## src/sv/sfcp_pkg.sv

```systemverilog
// Shared types, constants and microcode table of the serial flash command planner.
package sfcp_pkg;

    // Flash geometry and request limits (powers of two)
    localparam int unsigned PAGE_BYTES        = 256;
    localparam int unsigned SECTOR_BYTES      = 4096;
    localparam int unsigned BLOCK_BYTES       = 65536;
    localparam int unsigned MAX_REQUEST_BYTES = 4096;

    localparam int unsigned PAGE_SHIFT   = $clog2(PAGE_BYTES);
    localparam int unsigned SECTOR_SHIFT = $clog2(SECTOR_BYTES);
    localparam int unsigned BLOCK_SHIFT  = $clog2(BLOCK_BYTES);

    localparam int unsigned CFG_W        = 11;
    localparam int unsigned ADDR_W       = 32;
    localparam int unsigned COUNT_W      = 13;
    localparam int unsigned WAIT_W       = 20;
    localparam int unsigned RESULT_LIMIT = 17;
    localparam int unsigned CNT_W        = $clog2(RESULT_LIMIT + 1);

    localparam logic [CFG_W-1:0] BLOCK_COUNT_MAX = CFG_W'(1024);
    localparam logic [CFG_W-1:0] WIDE_THRESHOLD  = CFG_W'(512);

    // Command bytes
    localparam logic [7:0] OPC_WRITE3  = 8'h02;
    localparam logic [7:0] OPC_WRITE4  = 8'h12;
    localparam logic [7:0] OPC_READ3   = 8'h03;
    localparam logic [7:0] OPC_READ4   = 8'h13;
    localparam logic [7:0] OPC_SECTOR3 = 8'h20;
    localparam logic [7:0] OPC_SECTOR4 = 8'h21;
    localparam logic [7:0] OPC_BLOCK3  = 8'hD8;
    localparam logic [7:0] OPC_BLOCK4  = 8'hDC;
    localparam logic [7:0] OPC_CHIP    = 8'h60;

    // Busy-poll limits in milliseconds
    localparam logic [WAIT_W-1:0] WAIT_PAGE     = WAIT_W'(100);
    localparam logic [WAIT_W-1:0] WAIT_SECTOR   = WAIT_W'(1000);
    localparam logic [WAIT_W-1:0] WAIT_BLOCK    = WAIT_W'(3000);
    localparam logic [WAIT_W-1:0] WAIT_PER_BLOCK = WAIT_W'(1000);

    typedef enum logic [2:0] {
        REQ_READ   = 3'd0,
        REQ_WRITE  = 3'd1,
        REQ_SECTOR = 3'd2,
        REQ_BLOCK  = 3'd3,
        REQ_CHIP   = 3'd4
    } t_req;

    typedef enum logic [1:0] {
        ST_OK     = 2'd0,
        ST_PAGE   = 2'd1,
        ST_SECTOR = 2'd2,
        ST_BLOCK  = 2'd3
    } t_status;

    typedef enum logic [2:0] {
        OP_FETCH, OP_READ, OP_WRITE, OP_SECTOR, OP_BLOCK, OP_CHIP
    } t_op;

    typedef enum logic [1:0] {
        JC_ALWAYS, JC_MORE, JC_DISPATCH
    } t_cond;

    typedef enum logic [2:0] {
        UA_FETCH, UA_READ, UA_WRITE, UA_SECTOR, UA_BLOCK, UA_CHIP
    } t_uaddr;

    typedef struct packed {
        t_op    op;
        t_cond  cond;
        t_uaddr tgt;
    } t_uword;

    typedef struct packed {
        t_status             status;
        logic [7:0]          opcode;
        logic [ADDR_W-1:0]   flash_address;
        logic [2:0]          address_bytes;
        logic [COUNT_W-1:0]  data_offset;
        logic [COUNT_W-1:0]  data_count;
        logic                needs_write_enable;
        logic [WAIT_W-1:0]   wait_limit_ms;
        logic                last;
    } t_desc;

    typedef struct packed {
        logic load;
        logic step;
        t_op  op;
    } t_dp_ctrl;

    typedef struct packed {
        t_desc desc;
        logic  more;
    } t_dp_stat;

    // Control store: one word per microcode address.
    function automatic t_uword micro_rom(input t_uaddr a);
        t_uword w;
        unique case (a)
            UA_FETCH:  w = '{op: OP_FETCH,  cond: JC_DISPATCH, tgt: UA_FETCH};
            UA_READ:   w = '{op: OP_READ,   cond: JC_ALWAYS,   tgt: UA_FETCH};
            UA_WRITE:  w = '{op: OP_WRITE,  cond: JC_MORE,     tgt: UA_WRITE};
            UA_SECTOR: w = '{op: OP_SECTOR, cond: JC_ALWAYS,   tgt: UA_FETCH};
            UA_BLOCK:  w = '{op: OP_BLOCK,  cond: JC_ALWAYS,   tgt: UA_FETCH};
            UA_CHIP:   w = '{op: OP_CHIP,   cond: JC_ALWAYS,   tgt: UA_FETCH};
            default:   w = '{op: OP_FETCH,  cond: JC_ALWAYS,   tgt: UA_FETCH};
        endcase
        return w;
    endfunction

    // Entry point of the routine for a request type; unknown types stay at fetch.
    function automatic t_uaddr dispatch(input logic [2:0] req);
        t_uaddr a;
        unique case (t_req'(req))
            REQ_READ:   a = UA_READ;
            REQ_WRITE:  a = UA_WRITE;
            REQ_SECTOR: a = UA_SECTOR;
            REQ_BLOCK:  a = UA_BLOCK;
            REQ_CHIP:   a = UA_CHIP;
            default:    a = UA_FETCH;
        endcase
        return a;
    endfunction

endpackage

```

## src/sv/sfcp_req_if.sv

```systemverilog
// Request channel: one flash request per item.
interface sfcp_req_if;
    import sfcp_pkg::*;

    logic                valid;
    logic                ready;
    logic [2:0]          req_type;
    logic [ADDR_W-1:0]   target;
    logic [COUNT_W-1:0]  byte_count;

    modport source(output valid, req_type, target, byte_count, input ready);
    modport sink(input valid, req_type, target, byte_count, output ready);
endinterface

```

## src/sv/sfcp_desc_if.sv

```systemverilog
// Descriptor channel: one command descriptor per item.
interface sfcp_desc_if;
    import sfcp_pkg::*;

    logic                valid;
    logic                ready;
    logic [1:0]          status;
    logic [7:0]          opcode;
    logic [ADDR_W-1:0]   flash_address;
    logic [2:0]          address_bytes;
    logic [COUNT_W-1:0]  data_offset;
    logic [COUNT_W-1:0]  data_count;
    logic                needs_write_enable;
    logic [WAIT_W-1:0]   wait_limit_ms;
    logic                last;

    modport source(output valid, status, opcode, flash_address, address_bytes, data_offset,
                   data_count, needs_write_enable, wait_limit_ms, last, input ready);
    modport sink(input valid, status, opcode, flash_address, address_bytes, data_offset,
                 data_count, needs_write_enable, wait_limit_ms, last, output ready);
endinterface

```

## src/sv/sfcp_dpath.sv

```systemverilog
// Datapath: chip size register, write walk state and descriptor formation.
module sfcp_dpath (
    input  logic                         i_clk,
    input  logic                         i_rst_n,
    input  logic                         i_cfg_wr_en,
    input  logic [sfcp_pkg::CFG_W-1:0]   i_cfg_wr_data,
    input  sfcp_pkg::t_dp_ctrl           i_ctrl,
    input  logic [sfcp_pkg::ADDR_W-1:0]  i_target,
    input  logic [sfcp_pkg::COUNT_W-1:0] i_byte_count,
    output sfcp_pkg::t_dp_stat           o_stat
);
    import sfcp_pkg::*;

    logic [CFG_W-1:0]   r_block_count;
    logic [WAIT_W-1:0]  r_chip_wait;
    logic [ADDR_W-1:0]  r_addr;
    logic [COUNT_W-1:0] r_bytes_left;
    logic [COUNT_W-1:0] r_buf_idx;
    logic [CNT_W-1:0]   r_count;

    logic [CFG_W-1:0]   cfg_clamped;
    logic [COUNT_W-1:0] req_clamped;
    logic               wide;
    logic [ADDR_W-1:0]  amask;
    logic [2:0]         abytes;
    logic               page_err;
    logic               sector_err;
    logic               block_err;
    logic [COUNT_W-1:0] room;
    logic [COUNT_W-1:0] len;
    logic [COUNT_W-1:0] left_next;
    logic               fin;
    logic               write_step;
    t_desc              desc;

    assign cfg_clamped = (i_cfg_wr_data > BLOCK_COUNT_MAX) ? BLOCK_COUNT_MAX : i_cfg_wr_data;
    assign req_clamped = (i_byte_count > COUNT_W'(MAX_REQUEST_BYTES))
                       ? COUNT_W'(MAX_REQUEST_BYTES) : i_byte_count;

    assign wide   = (r_block_count >= WIDE_THRESHOLD);
    assign amask  = wide ? {ADDR_W{1'b1}} : ADDR_W'(32'h00FF_FFFF);
    assign abytes = wide ? 3'd4 : 3'd3;

    // An address lies beyond the chip exactly when its block index does.
    assign page_err   = (r_addr >> BLOCK_SHIFT) >= ADDR_W'(r_block_count);
    assign sector_err = r_addr >= (ADDR_W'(r_block_count) << (BLOCK_SHIFT - SECTOR_SHIFT));
    assign block_err  = r_addr >= ADDR_W'(r_block_count);

    assign room      = COUNT_W'(PAGE_BYTES) - COUNT_W'(r_addr[PAGE_SHIFT-1:0]);
    assign len       = (r_bytes_left < room) ? r_bytes_left : room;
    assign left_next = r_bytes_left - len;
    assign fin       = (left_next == '0) || (r_count == CNT_W'(RESULT_LIMIT - 1));

    always_comb begin
        desc = '0;
        case (i_ctrl.op)
            OP_READ: begin
                desc.opcode        = wide ? OPC_READ4 : OPC_READ3;
                desc.flash_address = r_addr & amask;
                desc.address_bytes = abytes;
                desc.data_count    = r_bytes_left;
                desc.last          = 1'b1;
            end
            OP_WRITE: begin
                if (page_err) begin
                    desc.status = ST_PAGE;
                    desc.last   = 1'b1;
                end else begin
                    desc.opcode             = wide ? OPC_WRITE4 : OPC_WRITE3;
                    desc.flash_address      = r_addr & amask;
                    desc.address_bytes      = abytes;
                    desc.data_offset        = r_buf_idx;
                    desc.data_count         = len;
                    desc.needs_write_enable = 1'b1;
                    desc.wait_limit_ms      = WAIT_PAGE;
                    desc.last               = fin;
                end
            end
            OP_SECTOR: begin
                if (sector_err) begin
                    desc.status = ST_SECTOR;
                    desc.last   = 1'b1;
                end else begin
                    desc.opcode             = wide ? OPC_SECTOR4 : OPC_SECTOR3;
                    desc.flash_address      = (r_addr << SECTOR_SHIFT) & amask;
                    desc.address_bytes      = abytes;
                    desc.needs_write_enable = 1'b1;
                    desc.wait_limit_ms      = WAIT_SECTOR;
                    desc.last               = 1'b1;
                end
            end
            OP_BLOCK: begin
                if (block_err) begin
                    desc.status = ST_BLOCK;
                    desc.last   = 1'b1;
                end else begin
                    desc.opcode             = wide ? OPC_BLOCK4 : OPC_BLOCK3;
                    desc.flash_address      = (r_addr << BLOCK_SHIFT) & amask;
                    desc.address_bytes      = abytes;
                    desc.needs_write_enable = 1'b1;
                    desc.wait_limit_ms      = WAIT_BLOCK;
                    desc.last               = 1'b1;
                end
            end
            OP_CHIP: begin
                desc.opcode             = OPC_CHIP;
                desc.needs_write_enable = 1'b1;
                desc.wait_limit_ms      = r_chip_wait;
                desc.last               = 1'b1;
            end
            default: begin
                desc = '0;
            end
        endcase
    end

    assign write_step  = i_ctrl.step && (i_ctrl.op == OP_WRITE) && !page_err;
    assign o_stat.desc = desc;
    assign o_stat.more = (i_ctrl.op == OP_WRITE) && !page_err && !fin;

    always_ff @(posedge i_clk) begin
        if (!i_rst_n) begin
            r_block_count <= '0;
            r_chip_wait   <= '0;
            r_addr        <= '0;
            r_bytes_left  <= '0;
            r_buf_idx     <= '0;
            r_count       <= '0;
        end else begin
            if (i_cfg_wr_en) begin
                r_block_count <= cfg_clamped;
                r_chip_wait   <= WAIT_W'(WAIT_W'(cfg_clamped) * WAIT_PER_BLOCK);
            end
            if (i_ctrl.load) begin
                r_addr       <= i_target;
                r_bytes_left <= req_clamped;
                r_buf_idx    <= '0;
                r_count      <= '0;
            end else if (write_step) begin
                r_addr       <= r_addr + ADDR_W'(len);
                r_bytes_left <= left_next;
                r_buf_idx    <= r_buf_idx + len;
                r_count      <= r_count + CNT_W'(1);
            end
        end
    end

    a_count_bound: assert property (@(posedge i_clk) disable iff (!i_rst_n)
        r_count <= CNT_W'(RESULT_LIMIT))
        else $error("frame counter passed the descriptor limit");

    a_page_aligned: assert property (@(posedge i_clk) disable iff (!i_rst_n)
        (write_step && !fin) |=> (r_addr[PAGE_SHIFT-1:0] == '0))
        else $error("write walk continued from a non page-aligned address");

    a_bytes_conserved: assert property (@(posedge i_clk) disable iff (!i_rst_n)
        ({1'b0, r_buf_idx} + {1'b0, r_bytes_left}) <= (COUNT_W + 1)'(MAX_REQUEST_BYTES))
        else $error("buffer index and remaining bytes exceed the request size");

endmodule

```

## src/sv/serial_flash_command_planner.sv

```systemverilog
// Top level of the serial flash command planner: microcode sequencer and descriptor register.
//
//  Channel   Direction  Handshake      Carries
//  i_req     in         valid/ready    req_type, target, byte_count
//  o_desc    out        valid/ready    status, opcode, address, data slice, WE, wait, last
//  i_cfg_*   in         write enable   block_count (11 bits, clamped to 1024)
//
// An item is taken at the fetch step; each descriptor then takes one step of the sequencer,
// and a request yields at most 17 descriptors. The write routine's single self-looping
// microcode step sets the rate: one page per cycle while the output slot is free.
// Reset is synchronous and active low; it clears the microcode address, the output valid,
// the block count and the write walk state.
// A stalled descriptor holds the sequencer at its current step; the next descriptor is
// formed in the cycle the held one is taken.
module serial_flash_command_planner (
    input  logic                       i_clk,
    input  logic                       i_rst_n,
    input  logic                       i_cfg_wr_en,
    input  logic [sfcp_pkg::CFG_W-1:0] i_cfg_wr_data,
    sfcp_req_if.sink                   i_req,
    sfcp_desc_if.source                o_desc
);
    import sfcp_pkg::*;

    // Microcode address and the control word it selects.
    t_uaddr   r_pc;
    t_uaddr   n_pc;
    t_uword   uword;

    // Output register that parts the sequencer from the descriptor sink.
    logic     r_out_valid;
    t_desc    r_out;

    logic     slot_free;
    logic     step;
    t_dp_ctrl ctrl;
    t_dp_stat dstat;

    assign uword     = micro_rom(r_pc);
    assign slot_free = !r_out_valid || o_desc.ready;

    // The fetch step waits for a request; every other step waits for a free output slot.
    assign step = (uword.op == OP_FETCH) ? i_req.valid : slot_free;

    assign i_req.ready = (uword.op == OP_FETCH);

    assign ctrl.load = step && (uword.op == OP_FETCH);
    assign ctrl.step = step && (uword.op != OP_FETCH);
    assign ctrl.op   = uword.op;

    // Next-address logic: dispatch on request type, loop while pages remain, or jump.
    always_comb begin
        n_pc = r_pc;
        if (step) begin
            unique case (uword.cond)
                JC_DISPATCH: n_pc = dispatch(i_req.req_type);
                JC_MORE:     n_pc = dstat.more ? uword.tgt : UA_FETCH;
                JC_ALWAYS:   n_pc = uword.tgt;
                default:     n_pc = UA_FETCH;
            endcase
        end
    end

    sfcp_dpath u_dpath (
        .i_clk         (i_clk),
        .i_rst_n       (i_rst_n),
        .i_cfg_wr_en   (i_cfg_wr_en),
        .i_cfg_wr_data (i_cfg_wr_data),
        .i_ctrl        (ctrl),
        .i_target      (i_req.target),
        .i_byte_count  (i_req.byte_count),
        .o_stat        (dstat)
    );

    always_ff @(posedge i_clk) begin
        if (!i_rst_n) begin
            r_pc        <= UA_FETCH;
            r_out_valid <= 1'b0;
        end else begin
            r_pc <= n_pc;
            if (ctrl.step) begin
                r_out_valid <= 1'b1;
                r_out       <= dstat.desc;
            end else if (o_desc.ready) begin
                r_out_valid <= 1'b0;
            end
        end
    end

    assign o_desc.valid              = r_out_valid;
    assign o_desc.status             = r_out.status;
    assign o_desc.opcode             = r_out.opcode;
    assign o_desc.flash_address      = r_out.flash_address;
    assign o_desc.address_bytes      = r_out.address_bytes;
    assign o_desc.data_offset        = r_out.data_offset;
    assign o_desc.data_count         = r_out.data_count;
    assign o_desc.needs_write_enable = r_out.needs_write_enable;
    assign o_desc.wait_limit_ms      = r_out.wait_limit_ms;
    assign o_desc.last               = r_out.last;

    a_error_ends_run: assert property (@(posedge i_clk) disable iff (!i_rst_n)
        (o_desc.valid && (o_desc.status != ST_OK)) |-> o_desc.last)
        else $error("error descriptor without last");

    a_last_returns_to_fetch: assert property (@(posedge i_clk) disable iff (!i_rst_n)
        (ctrl.step && dstat.desc.last) |=> (r_pc == UA_FETCH))
        else $error("sequencer did not return to fetch after the final descriptor");

    a_write_within_page: assert property (@(posedge i_clk) disable iff (!i_rst_n)
        (o_desc.valid && ((o_desc.opcode == OPC_WRITE3) || (o_desc.opcode == OPC_WRITE4)))
        |-> (o_desc.data_count <= COUNT_W'(PAGE_BYTES)))
        else $error("write frame longer than a page");

endmodule

```

## src/flat_wrapper.sv

```systemverilog
// flat-port wrapper written by rule: the top's interface ports become plain ports
module serial_flash_command_planner_flat import sfcp_pkg::*;
  (i_clk, i_rst_n, i_cfg_wr_en, i_cfg_wr_data, i_req_valid, i_req_req_type, i_req_target, i_req_byte_count, i_req_ready, o_desc_valid, o_desc_status, o_desc_opcode, o_desc_flash_address, o_desc_address_bytes, o_desc_data_offset, o_desc_data_count, o_desc_needs_write_enable, o_desc_wait_limit_ms, o_desc_last, o_desc_ready);
  sfcp_req_if i_req_i ();
  sfcp_desc_if o_desc_i ();
  input  logic i_clk;
  input  logic i_rst_n;
  input  logic i_cfg_wr_en;
  input  logic [sfcp_pkg::CFG_W-1:0] i_cfg_wr_data;
  input wire logic [$bits(i_req_i.valid)-1:0] i_req_valid;
  input wire logic [$bits(i_req_i.req_type)-1:0] i_req_req_type;
  input wire logic [$bits(i_req_i.target)-1:0] i_req_target;
  input wire logic [$bits(i_req_i.byte_count)-1:0] i_req_byte_count;
  output wire logic [$bits(i_req_i.ready)-1:0] i_req_ready;
  output wire logic [$bits(o_desc_i.valid)-1:0] o_desc_valid;
  output wire logic [$bits(o_desc_i.status)-1:0] o_desc_status;
  output wire logic [$bits(o_desc_i.opcode)-1:0] o_desc_opcode;
  output wire logic [$bits(o_desc_i.flash_address)-1:0] o_desc_flash_address;
  output wire logic [$bits(o_desc_i.address_bytes)-1:0] o_desc_address_bytes;
  output wire logic [$bits(o_desc_i.data_offset)-1:0] o_desc_data_offset;
  output wire logic [$bits(o_desc_i.data_count)-1:0] o_desc_data_count;
  output wire logic [$bits(o_desc_i.needs_write_enable)-1:0] o_desc_needs_write_enable;
  output wire logic [$bits(o_desc_i.wait_limit_ms)-1:0] o_desc_wait_limit_ms;
  output wire logic [$bits(o_desc_i.last)-1:0] o_desc_last;
  input wire logic [$bits(o_desc_i.ready)-1:0] o_desc_ready;
  assign i_req_i.valid = i_req_valid;
  assign i_req_i.req_type = i_req_req_type;
  assign i_req_i.target = i_req_target;
  assign i_req_i.byte_count = i_req_byte_count;
  assign i_req_ready = i_req_i.ready;
  assign o_desc_valid = o_desc_i.valid;
  assign o_desc_status = o_desc_i.status;
  assign o_desc_opcode = o_desc_i.opcode;
  assign o_desc_flash_address = o_desc_i.flash_address;
  assign o_desc_address_bytes = o_desc_i.address_bytes;
  assign o_desc_data_offset = o_desc_i.data_offset;
  assign o_desc_data_count = o_desc_i.data_count;
  assign o_desc_needs_write_enable = o_desc_i.needs_write_enable;
  assign o_desc_wait_limit_ms = o_desc_i.wait_limit_ms;
  assign o_desc_last = o_desc_i.last;
  assign o_desc_i.ready = o_desc_ready;
  serial_flash_command_planner u_core (.i_clk(i_clk), .i_rst_n(i_rst_n), .i_cfg_wr_en(i_cfg_wr_en), .i_cfg_wr_data(i_cfg_wr_data), .i_req(i_req_i), .o_desc(o_desc_i));
endmodule
```

## config.mk

```make
export PLATFORM = sky130hd
export DESIGN_NAME = serial_flash_command_planner_flat
export DESIGN_NICKNAME = d
export VERILOG_FILES = /design/src/sv/sfcp_pkg.sv /design/src/sv/sfcp_req_if.sv /design/src/sv/sfcp_desc_if.sv /design/src/sv/sfcp_dpath.sv /design/src/sv/serial_flash_command_planner.sv /design/src/flat_wrapper.sv
export SDC_FILE = /design/constraint.sdc
export NUM_CORES = 1
export LEC_CHECK = 0
export ABC_AREA = 1
export BUFFER_PORTS_ARGS = -buffer_cell sky130_fd_sc_hd__buf_4
export CAP_MARGIN = 20
export CELL_PAD_IN_SITES_DETAIL_PLACEMENT = 1
export CELL_PAD_IN_SITES_GLOBAL_PLACEMENT = 2
export CORE_UTILIZATION = 35
export DETAILED_ROUTE_END_ITERATION = 6
export PLACE_DENSITY_LB_ADDON = 0.1
export SLEW_MARGIN = 20
export SYNTH_ARGS = -nofsm -noshare
export SYNTH_HDL_FRONTEND = slang
export SYNTH_SLANG_ARGS = --single-unit
```

## constraint.sdc

```tcl
create_clock -name i_clk -period 7.4 [get_ports i_clk]
set_input_delay 0.37 -clock i_clk [delete_from_list [all_inputs] [get_ports i_clk]]
set_output_delay 0.37 -clock i_clk [all_outputs]
set_load 0.005 [all_outputs]
```

==> flow_metrics.py, run 1 <==
metrics = {
    "critical_path": {
        "startpoint_type": "register",
        "cp_max_fo": 17,
        "cp.required_ns": 7.74,
        "critical_path_arrival_ns": 5.73,
        "path_class": "register to register",
        "end_kind": "register",
    },
    "clock_network": {
        "ctsResizeCount": 0,
        "numCtsBuffers": 17,
        "post-cts-setup-buffers": 0,
        "cts.sinks": 182,
        "clk_latency_ns": 0.45,
        "htree_levels": 4,
        "cts.path.max_buffers": 2,
        "clk_pin_slew_ns": 0.08,
        "cts_tree": "done",
        "clock-root-buffer": "clkbuf_16",
        "hold_buffers": 0,
    },
    "place": {
        "dp_hpwl_mm": 34.2,
        "numPortBuffers": 156,
        "post-place-ws_ns": 1.80,
        "gp_congestion": 0.844,
        "post_dp_cell_area_mm2": 0.0145,
        "dp.cells": 2263,
    },
    "global_routing": {
        "grt_pass1_vias": 11800,
        "grt_pass1_wl_mm": 68.2,
        "antenna_found_initial": 0,
        "grt.total_usage_pct": 23.4,
        "grt_max_degree": 64,
        "grt_overflow_total": 0,
    },
    "sta": {
        "setup_viol": 0,
        "tns_ns": 0,
        "timing.final.crit_share_pct": 72.9,
        "maxSlewViolCount": 0,
        "fin_skew_ns": 0.0104,
        "timing.hold.ws_ns": 0.184,
        "period_needed_ns": 5.39,
        "relSlewSlack_pct": 33.5,
        "rsz0062_at_grt": "false",
        "worst_pin_slew_ns": 0.997,
        "timing.fmax_mhz": 185,
        "finalWorstSetupSlack_ns": 2.01,
        "hold_violations": 0,
    },
    "synth": {
        "synthCells": 1675,
        "yosysUniqueCellTypes": 53,
        "netlist.area_leader.share_pct": 20.6,
        "synth_ff_type": "dfxtp_1",
        "ys_seq_elements": 182,
        "synthMuxAreaShare_pct": 0,
        "synth_top_family_by_area": "simple AND/OR/NAND/NOR gates",
        "syn_area_mm2": 0.0130,
        "async_reset_ff_share_pct": 0,
        "synth_area_leaders": "edfxtp_1, dfxtp_1, ha_1",
        "synth-adder-area-share_pct": 16.8,
        "yosysSeqAreaShare_pct": 35.0,
        "synth_xor_area_share_pct": 2.84,
        "synth_compound_area_share_pct": 12.3,
        "post_synth_and_or_nand_nor_area_fraction_pct": 24.4,
        "synth_edf_count": 89,
        "yosysWarnings": 0,
        "synth.largest_area_cell": "edfxtp_1",
        "syn_avg_cell_area_um2": 7.74,
    },
    "pwr": {
        "p_switching_mw": 3.17,
        "design_power_total_mw": 6.27,
        "power.share.clock_pct": 15.9,
        "leakage_nw": 6.94,
        "combPwrFrac_pct": 59.8,
        "vdd.ir_drop.worst_uv": 179,
        "p_int_mw": 3.10,
        "p_seq_share_pct": 24.4,
        "pwr_density_cell_mw_per_mm2": 414,
        "swShare_pct": 50.6,
    },
    "die": {
        "dieWidth_um": 194,
        "ioPinCount": 159,
        "start_util_pct": 35.5,
        "core_mm2": 0.0365,
        "die_h_um": 194,
        "die-area_mm2": 0.0378,
        "num_rows": 70,
    },
    "route": {
        "antenna_left": 0,
        "routed_wl_mm": 43.9,
        "first_iter_violations": 520,
        "post-route-drc-count": 0,
        "wl_per_cell_um": 19.1,
        "viasPerCell": 5.10,
        "drt-pass1-iter-count": 5,
        "num_vias": 11700,
    },
    "finish": {
        "layout.cells.non_filler": 2295,
        "nFillCells": 4519,
        "syn2layout_area_growth_pct": 16.9,
        "nets": 2030,
        "fin_util_pct": 41.5,
        "final_area_mm2": 0.0152,
        "final_layout_size_suffix_gt1_share_pct": 12.5,
        "num_antenna_cells": 0,
    },
    "run": {
        "cap_violations": 0,
    },
    "status": {
        "outcome": "complete, no violations",
    },
    "hold_path": {
        "hold_path_class": "primary input to register",
    },
}
[critical path, cell delays in order, from the launching register on]
cell and delay (ns):
dfxtp_1 0.36, inv_1 0.25, ha_1 0.24, nand3_1 0.17, nor2_1 0.18, nand2_1 0.08
xor2_1 0.21, ha_1 0.29, a21oi_1 0.14, o21ai_0 0.10, nor2_1 0.09, nand2_1 0.32
o21ai_0 0.64, inv_1 0.24, ha_1 0.42, nand2_1 0.10, o21ai_0 0.26, nor2_1 0.13
o21ai_0 0.40, nand2_1 0.16, nand2_1 0.14, nand2_1 0.06, nand3_1 0.08, nand2_1 0.07
nor2_1 0.08, nor2_1 0.05
[cells in the mapped netlist, types with 5 or more instances]
cell	instances
inv_1	219
inv_2	6
buf_2	17
nor2_2	5
xnor2_1	14
nand4_1	19
fa_1	36
nand2_1	328
nor2_1	200
a21oi_1	122
buf_4	6
nand3_1	111
o21a_1	5
a211oi_1	9
ha_1	116
a21o_1	5
o211ai_1	13
o21ai_0	97
nand2_2	6
clkbuf_1	17
edfxtp_1	89
buf_1	5
o22ai_1	11
dfxtp_1	93
o21ai_1	8
xor2_1	28
nor3_1	38
[worst paths after layout]
kind / from / endpoint / slack, ns / cells after the start
worst max-delay path: u_core.u_dpath.r_addr[0]$_SDFFE_PN0P_ / u_core.u_dpath.r_addr[23]$_SDFFE_PN0P_ / 2.01 / 25
worst min-delay path: i_req_target[31] / u_core.u_dpath.r_addr[31]$_SDFFE_PN0P_ / 0.18 / 3
worst min register to register: u_core.u_dpath.r_addr[30]$_SDFFE_PN0P_ / u_core.u_dpath.r_addr[30]$_SDFFE_PN0P_ / 0.47 / 2
worst max register to register: u_core.u_dpath.r_addr[0]$_SDFFE_PN0P_ / u_core.u_dpath.r_addr[23]$_SDFFE_PN0P_ / 2.01 / 25
[sequential cells by signal (all words and copies together) (netlist names), 2 cells and up]
name / cells
u_core.o_desc.address_bytes: 2
u_core.o_desc.status: 2
u_core.r_pc: 3
u_core.o_desc.wait_limit_ms: 18
u_core.u_dpath.r_buf_idx: 13
u_core.o_desc.opcode: 7
u_core.o_desc.flash_address: 32
u_core.u_dpath.r_block_count: 11
u_core.u_dpath.r_bytes_left: 13
u_core.o_desc.data_offset: 13
u_core.u_dpath.r_count: 5
u_core.o_desc.data_count: 13
u_core.u_dpath.r_addr: 32
u_core.u_dpath.r_chip_wait: 15
[area by class of cell]
class | count | area [µm²] | area share, %
multi-input cells | 1225 | 7350 | 48.5
inverters | 228 | 863 | 5.70
repair buffers | 160 | 1200 | 7.92
flip-flops and latches | 182 | 4530 | 29.9
clock buffers | 18 | 429 | 2.83
clock inverters | 14 | 194 | 1.28
well taps | 468 | 586 | 3.86
[metal layers]
metal	track usage, %	wire (µm)	vias up
li1	-	-	5822
met3	2.71	1120	27
met5	0	0	-
met1	32.9	21800	5688
met4	4.53	452	0
met2	38.8	20600	177
[layout by cell type, fill, tap and decap left out, drive strengths merged, types with 14 or more instances in the layout]
cell / instances
buf: 160
inv: 234
xnor2: 14
a21oi: 123
nor3: 39
nand2: 335
o21ai: 107
ha: 116
nand4: 21
fa: 36
nor2: 208
nand3: 115
xor2: 28
clkbuf: 18
edfxtp: 89
dfxtp: 93
[power groups by stage]
stage	logic [mW]	registers [mW]	clock network, mW
after floorplan	2.61	1.47	0
after global placement	3.65	1.55	0
after detailed placement	3.74	1.55	0
after CTS	3.76	1.53	1.02
after global routing	4.23	1.55	1.05
final	3.75	1.53	0.995
[cells by family after synthesis]
family	after synthesis
xor+xnor	42
compound gates	288
other cells	1
buf+inv	277
simple gates	733
fa+ha+maj	152
flops	182
(Power assumes the default switching activity.)
==> run 2: changes to the inputs <==
Clock period 7.4 ns to 5.3 ns, I/O delays scaled along.
==> run 2 against run 1 <==
Compared with the run above: routed wire length shrank 0.16%; critical path depth grew 4; non-clock buffer count grew 18; via count grew 0.90%; setup slack lost 1.5 ns; global-route usage grew 0.27 points; hold slack lost 0.11 ns; maximum frequency grew 13%; largest cell class unchanged.
==> flow_metrics.py, run 2 (synthesized netlist as in run 1, its figures left out) <==
metrics = {
    "global_routing": {
        "grt.total_usage_pct": 23.7,
        "grt_pass1_wl_mm": 68.9,
        "grt_pass1_vias": 12200,
        "grt_max_degree": 66,
        "met3_usage_pct": 3.05,
        "antenna_found_initial": 0,
        "met2_usage_pct": 39.5,
        "grt_overflow_total": 0,
        "top_usage_layer": "met2",
        "gr-usage-met1_pct": 32.5,
    },
    "critical_path": {
        "r2r_setup_slack_ns": 0.52,
        "cp_slowest_stage_delay_ns": 0.50,
        "end_kind": "register",
        "crit_family": "simple AND/OR/NAND/NOR gates",
        "cp.required_ns": 5.50,
        "slowest_stage": "dfxtp_1",
        "reg2regPathDepth": 29,
        "worst_r2r_endpoint": "u_core.o_desc.last$_DFFE_PP_",
        "cp_max_fo": 14,
        "path_class": "register to register",
        "path_buf_inv": 4,
        "critical_path_arrival_ns": 4.98,
        "timing.rr.start": "u_core.u_dpath.r_addr[1]$_SDFFE_PN0P_",
        "startpoint_type": "register",
        "path_common_cell": "nand2_1",
    },
    "route": {
        "routed_wl_mm": 43.9,
        "num_vias": 11800,
        "antenna_left": 0,
        "drt-pass1-iter-count": 6,
        "wl_per_cell_um": 19.0,
        "first_iter_violations": 496,
        "viasPerCell": 5.11,
        "post-route-drc-count": 0,
    },
    "clock_network": {
        "hold_buffers": 0,
        "numCtsBuffers": 17,
        "clk_latency_ns": 0.46,
        "clock-root-buffer": "clkbuf_16",
        "cts.path.max_buffers": 2,
        "htree_levels": 4,
        "cts.sinks": 182,
        "post-cts-setup-buffers": 0,
        "clk_pin_slew_ns": 0.08,
        "ctsResizeCount": 0,
        "cts_tree": "done",
    },
    "pwr": {
        "vdd.ir_drop.worst_uv": 252,
        "design_power_total_mw": 8.96,
        "leakage_nw": 7.06,
        "pwr_density_cell_mw_per_mm2": 584,
    },
    "sta": {
        "fin_skew_ns": 0.0128,
        "tns_ns": 0,
        "rsz0062_at_grt": "false",
        "period_needed_ns": 4.78,
        "relSlewSlack_pct": 29.0,
        "worst_pin_slew_ns": 1.06,
        "timing.final.crit_share_pct": 90.3,
        "maxSlewViolCount": 0,
        "setup_viol": 0,
        "hold_violations": 0,
        "timing.fmax_mhz": 209,
        "timing.hold.ws_ns": 0.0780,
    },
    "die": {
        "die_h_um": 194,
        "die-area_mm2": 0.0378,
        "num_rows": 70,
        "start_util_pct": 35.5,
        "core_mm2": 0.0365,
        "ioPinCount": 159,
        "dieWidth_um": 194,
    },
    "status": {
        "outcome": "complete, no violations",
    },
    "hold_path": {
        "holdPathEnd": "u_core.u_dpath.r_addr[25]$_SDFFE_PN0P_",
        "hold_start": "i_req_target[25]",
        "hold_path_class": "primary input to register",
        "min_delay_path_depth": 3,
    },
    "place": {
        "gp_congestion": 0.853,
        "numPortBuffers": 156,
        "dp_hpwl_mm": 34.2,
    },
    "finish": {
        "fin_util_pct": 42.0,
        "final_common_cell": "nand2_1",
        "layout_common_cells": "nand2_1, inv_1, nor2_1",
        "num_antenna_cells": 0,
        "syn2layout_area_growth_pct": 18.3,
        "final_layout_size_suffix_gt1_share_pct": 13.4,
        "nets": 2048,
    },
    "run": {
        "cap_violations": 0,
    },
}
==> run 2: final cells by class <==
class | instances | area (µm²)
Fill cell | 4520 | 21200
Multi-Input combinational cell | 1225 | 7350
Sequential cell | 182 | 4530
Timing Repair Buffer | 178 | 1350
Inverter | 228 | 863
Tap cell | 468 | 586
Clock buffer | 19 | 433
Clock inverter | 13 | 219
==> run 2: worst max path at each step <==
| stage | start | end | slack (ns) | cells after the start |
|---|---|---|---|---|
| finish | u_core.u_dpath.r_addr[1]$_SDFFE_PN0P_ | u_core.o_desc.last$_DFFE_PP_ | 0.52 | 29 |
| global route | u_core.u_dpath.r_addr[1]$_SDFFE_PN0P_ | u_core.u_dpath.r_addr[13]$_SDFFE_PN0P_ | 0.01 | 26 |
| CTS | u_core.u_dpath.r_addr[1]$_SDFFE_PN0P_ | u_core.u_dpath.r_addr[17]$_SDFFE_PN0P_ | 0.50 | 24 |
| detailed placement | i_cfg_wr_data[2] | u_core.u_dpath.r_chip_wait[14]$_SDFFE_PN0P_ | 0.15 | 21 |
| global placement | i_cfg_wr_data[2] | u_core.u_dpath.r_chip_wait[14]$_SDFFE_PN0P_ | 0.31 | 21 |
| floorplan | i_cfg_wr_data[2] | u_core.u_dpath.r_chip_wait[15]$_SDFFE_PN0P_ | 0.47 | 17 |
==> run 2: worst min-delay path, cell delays in order <==
cell,delay [ns]
buf_4,0.08
o21ai_1,0.06
a21oi_1,0.11
==> run 2: report_power, final <==
part           switching, mW  internal (mW)  leakage [nW]
sequential             0.300           1.82          1.62
combinational           3.49           1.89          5.12
clock                  0.605          0.847         0.318
total                   4.40           4.56          7.06
==> run 2: metal layers <==
layer,routed length [µm],up-vias
met5,0,-
met4,609,0
met3,1260,30
met2,20600,188
met1,21500,5738
li1,-,5863
==> run 2: stage by stage <==
| step | worst slack (ns) | instance area [µm²] | instances |
|---|---|---|---|
| after floorplan | 0.469 | 13000 | 1684 |
| after global placement | 0.307 | 14700 | 2281 |
| after detailed placement | 0.146 | 14700 | 2281 |
| after CTS | 0.495 | 15300 | 2313 |
| after global routing | 0.0106 | 15300 | 2313 |
| final | 0.516 | 15300 | 2313 |
==> run 3: changes to the inputs <==
Settings changed: CORE_UTILIZATION 35 to 37.
Clock period 5.3 ns to 6 ns, I/O delays scaled along.
==> run 3 against run 2 <==
Compared with the run above: critical path depth is 5 lower; sequential power decreased by 11%; total power down 13%; routed wire length is 0.63% lower; via count decreased by 0.47%; die area fell by 5.4%; cell count is 1.1% lower; hold slack improved by 0.029 ns; combinational power down 14%; clock power shrank 11%; clock skew fell by 0.0019 ns; critical path type unchanged; largest cell class unchanged; highest routed layer unchanged.
==> flow_metrics.py, run 3 (synthesized netlist as in run 1, its figures left out) <==
metrics = {
    "status": {
        "outcome": "complete, no violations",
    },
    "pwr": {
        "pwr_density_cell_mw_per_mm2": 513,
        "power.share.clock_pct": 16.5,
        "p_int_mw": 3.92,
        "leakage_nw": 7.00,
        "p_switching_mw": 3.90,
        "vdd.ir_drop.worst_uv": 228,
        "p_seq_share_pct": 24.0,
        "swShare_pct": 49.9,
        "combPwrFrac_pct": 59.5,
    },
    "critical_path": {
        "path_class": "register to register",
        "critical_path_arrival_ns": 5.38,
        "r2r_setup_slack_ns": 0.97,
        "path_common_cell": "nand2_1",
        "slowest_stage": "o21ai_0",
        "worstPathCellList": "inv_1, ha_1, nand3_1, nor2_1, nand2_1, xor2_1, ha_1, a21oi_1, o21ai_0, nor2_1, nand2_1, o21ai_0, inv_1, ha_1, nand2_1, nor2_1, nand2_1, inv_1, nand2_1, nand2_1, nand2_1, xnor2_1, o21ai_0, nor2_1",
        "cp_slowest_stage_delay_ns": 0.66,
        "critPathLaunch": "u_core.u_dpath.r_addr[0]$_SDFFE_PN0P_",
        "startpoint_type": "register",
        "cp.required_ns": 6.34,
        "cp_max_fo": 17,
        "reg2regPathDepth": 24,
        "timing.rr.start": "u_core.u_dpath.r_addr[0]$_SDFFE_PN0P_",
        "end_kind": "register",
        "worst_r2r_endpoint": "u_core.u_dpath.r_addr[19]$_SDFFE_PN0P_",
    },
    "global_routing": {
        "grt_max_degree": 53,
        "grt.total_usage_pct": 25.0,
        "antenna_found_initial": 0,
        "grt_overflow_total": 0,
        "grt_pass1_vias": 11900,
        "grt_pass1_wl_mm": 68.1,
    },
    "clock_network": {
        "clk_pin_slew_ns": 0.07,
        "cts_tree": "done",
        "cts.path.max_buffers": 2,
        "clk_latency_ns": 0.46,
        "hold_buffers": 0,
        "post-cts-setup-buffers": 0,
        "numCtsBuffers": 17,
        "htree_levels": 4,
        "ctsResizeCount": 0,
        "clock-root-buffer": "clkbuf_16",
        "cts.sinks": 182,
    },
    "place": {
        "gp_congestion": 0.871,
        "numPortBuffers": 156,
        "dp.cells": 2256,
        "post-place-ws_ns": 0.654,
        "dp_hpwl_mm": 34.0,
    },
    "sta": {
        "setup_viol": 0,
        "rsz0062_at_grt": "false",
        "timing.hold.ws_ns": 0.107,
        "timing.fmax_mhz": 199,
        "period_needed_ns": 5.03,
        "fin_skew_ns": 0.0108,
        "tns_ns": 0,
        "timing.final.crit_share_pct": 83.9,
        "maxSlewViolCount": 0,
        "hold_violations": 0,
        "finalWorstSetupSlack_ns": 0.967,
        "worst_pin_slew_ns": 1.02,
        "relSlewSlack_pct": 31.9,
    },
    "die": {
        "die-area_mm2": 0.0358,
        "start_util_pct": 37.5,
        "die_h_um": 189,
        "num_rows": 68,
        "dieWidth_um": 189,
        "ioPinCount": 159,
        "core_mm2": 0.0345,
    },
    "route": {
        "drt-pass1-iter-count": 5,
        "first_iter_violations": 713,
        "post-route-drc-count": 0,
        "routed_wl_mm": 43.6,
        "wl_per_cell_um": 19.1,
        "antenna_left": 0,
        "num_vias": 11800,
        "viasPerCell": 5.14,
    },
    "run": {
        "cap_violations": 0,
    },
    "hold_path": {
        "min_delay_path_depth": 3,
        "hold_path_class": "primary input to register",
        "holdPathEnd": "u_core.u_dpath.r_addr[31]$_SDFFE_PN0P_",
        "hold_start": "i_req_target[31]",
    },
    "finish": {
        "syn2layout_area_growth_pct": 17.6,
        "nets": 2036,
        "fin_util_pct": 44.1,
        "num_antenna_cells": 0,
        "final_common_cell": "nand2_1",
        "layout_common_cells": "nand2_1, inv_1, nor2_1",
        "final_layout_size_suffix_gt1_share_pct": 12.8,
        "layout.cells.non_filler": 2288,
    },
}
-- run 3: changes by cell type in the layout (fill, tap and decap cells not counted), sizes merged --
cell / before / now
clkinv: 4 / 3
buf: 178 / 166
clkinvlp: 0 / 1
-- run 3: power by group through the flow --
stage	logic, mW	registers, mW	clock network, mW
3_3_place_gp	4.51	1.90	0
5_1_grt	5.23	1.90	1.36
4_1_cts	4.64	1.87	1.32
3_5_place_dp	4.61	1.90	0
6_report	4.65	1.88	1.29
2_1_floorplan	3.22	1.81	0
-- run 3: area by class of cell --
| cell class | count | area, µm² |
|---|---|---|
| clock buffers | 19 | 433 |
| repair buffers | 166 | 1270 |
| multi-input cells | 1225 | 7350 |
| well taps | 455 | 569 |
| fillers | 4326 | 19300 |
| inverters | 228 | 863 |
| flip-flops and latches | 182 | 4530 |
| clock inverters | 13 | 220 |
-- run 3: how the worst max path moves through the flow --
stage | end | slack (ns) | cells past startpoint
finish | u_core.u_dpath.r_addr[19]$_SDFFE_PN0P_ | 0.97 | 24
floorplan | u_core.o_desc.address_bytes[1]$_DFFE_PP_ | 0.43 | 11
global placement | u_core.u_dpath.r_chip_wait[14]$_SDFFE_PN0P_ | 0.78 | 20
detailed placement | u_core.u_dpath.r_chip_wait[14]$_SDFFE_PN0P_ | 0.65 | 20
global route | u_core.u_dpath.r_addr[19]$_SDFFE_PN0P_ | 0.38 | 24
CTS | u_core.u_dpath.r_addr[19]$_SDFFE_PN0P_ | 0.97 | 24
-- run 3: worst max-delay path, delay by kind of cell, from the launching register on --
family | cells | cell delay (ns)
simple gates | 12 | 1.64
compound gates | 4 | 1.05
fa+ha+maj | 3 | 0.94
buf+inv | 3 | 0.59
flops | 1 | 0.36
xor+xnor | 2 | 0.34
-- run 3: metrics by stage --
stage / power (mW) / area, µm²
after floorplan: 5.03 / 13000
after global placement: 6.41 / 14600
after detailed placement: 6.51 / 14600
after CTS: 7.84 / 15200
after global routing: 8.48 / 15200
final: 7.82 / 15200
-- run 3: metal layers --
layer	vias to the layer above	track usage [%]	routed length, µm
met5	-	0	0
met4	0	6.82	698
met3	34	2.58	1140
met2	185	41.8	20600
met1	5721	34.3	21200
li1	5824	-	-
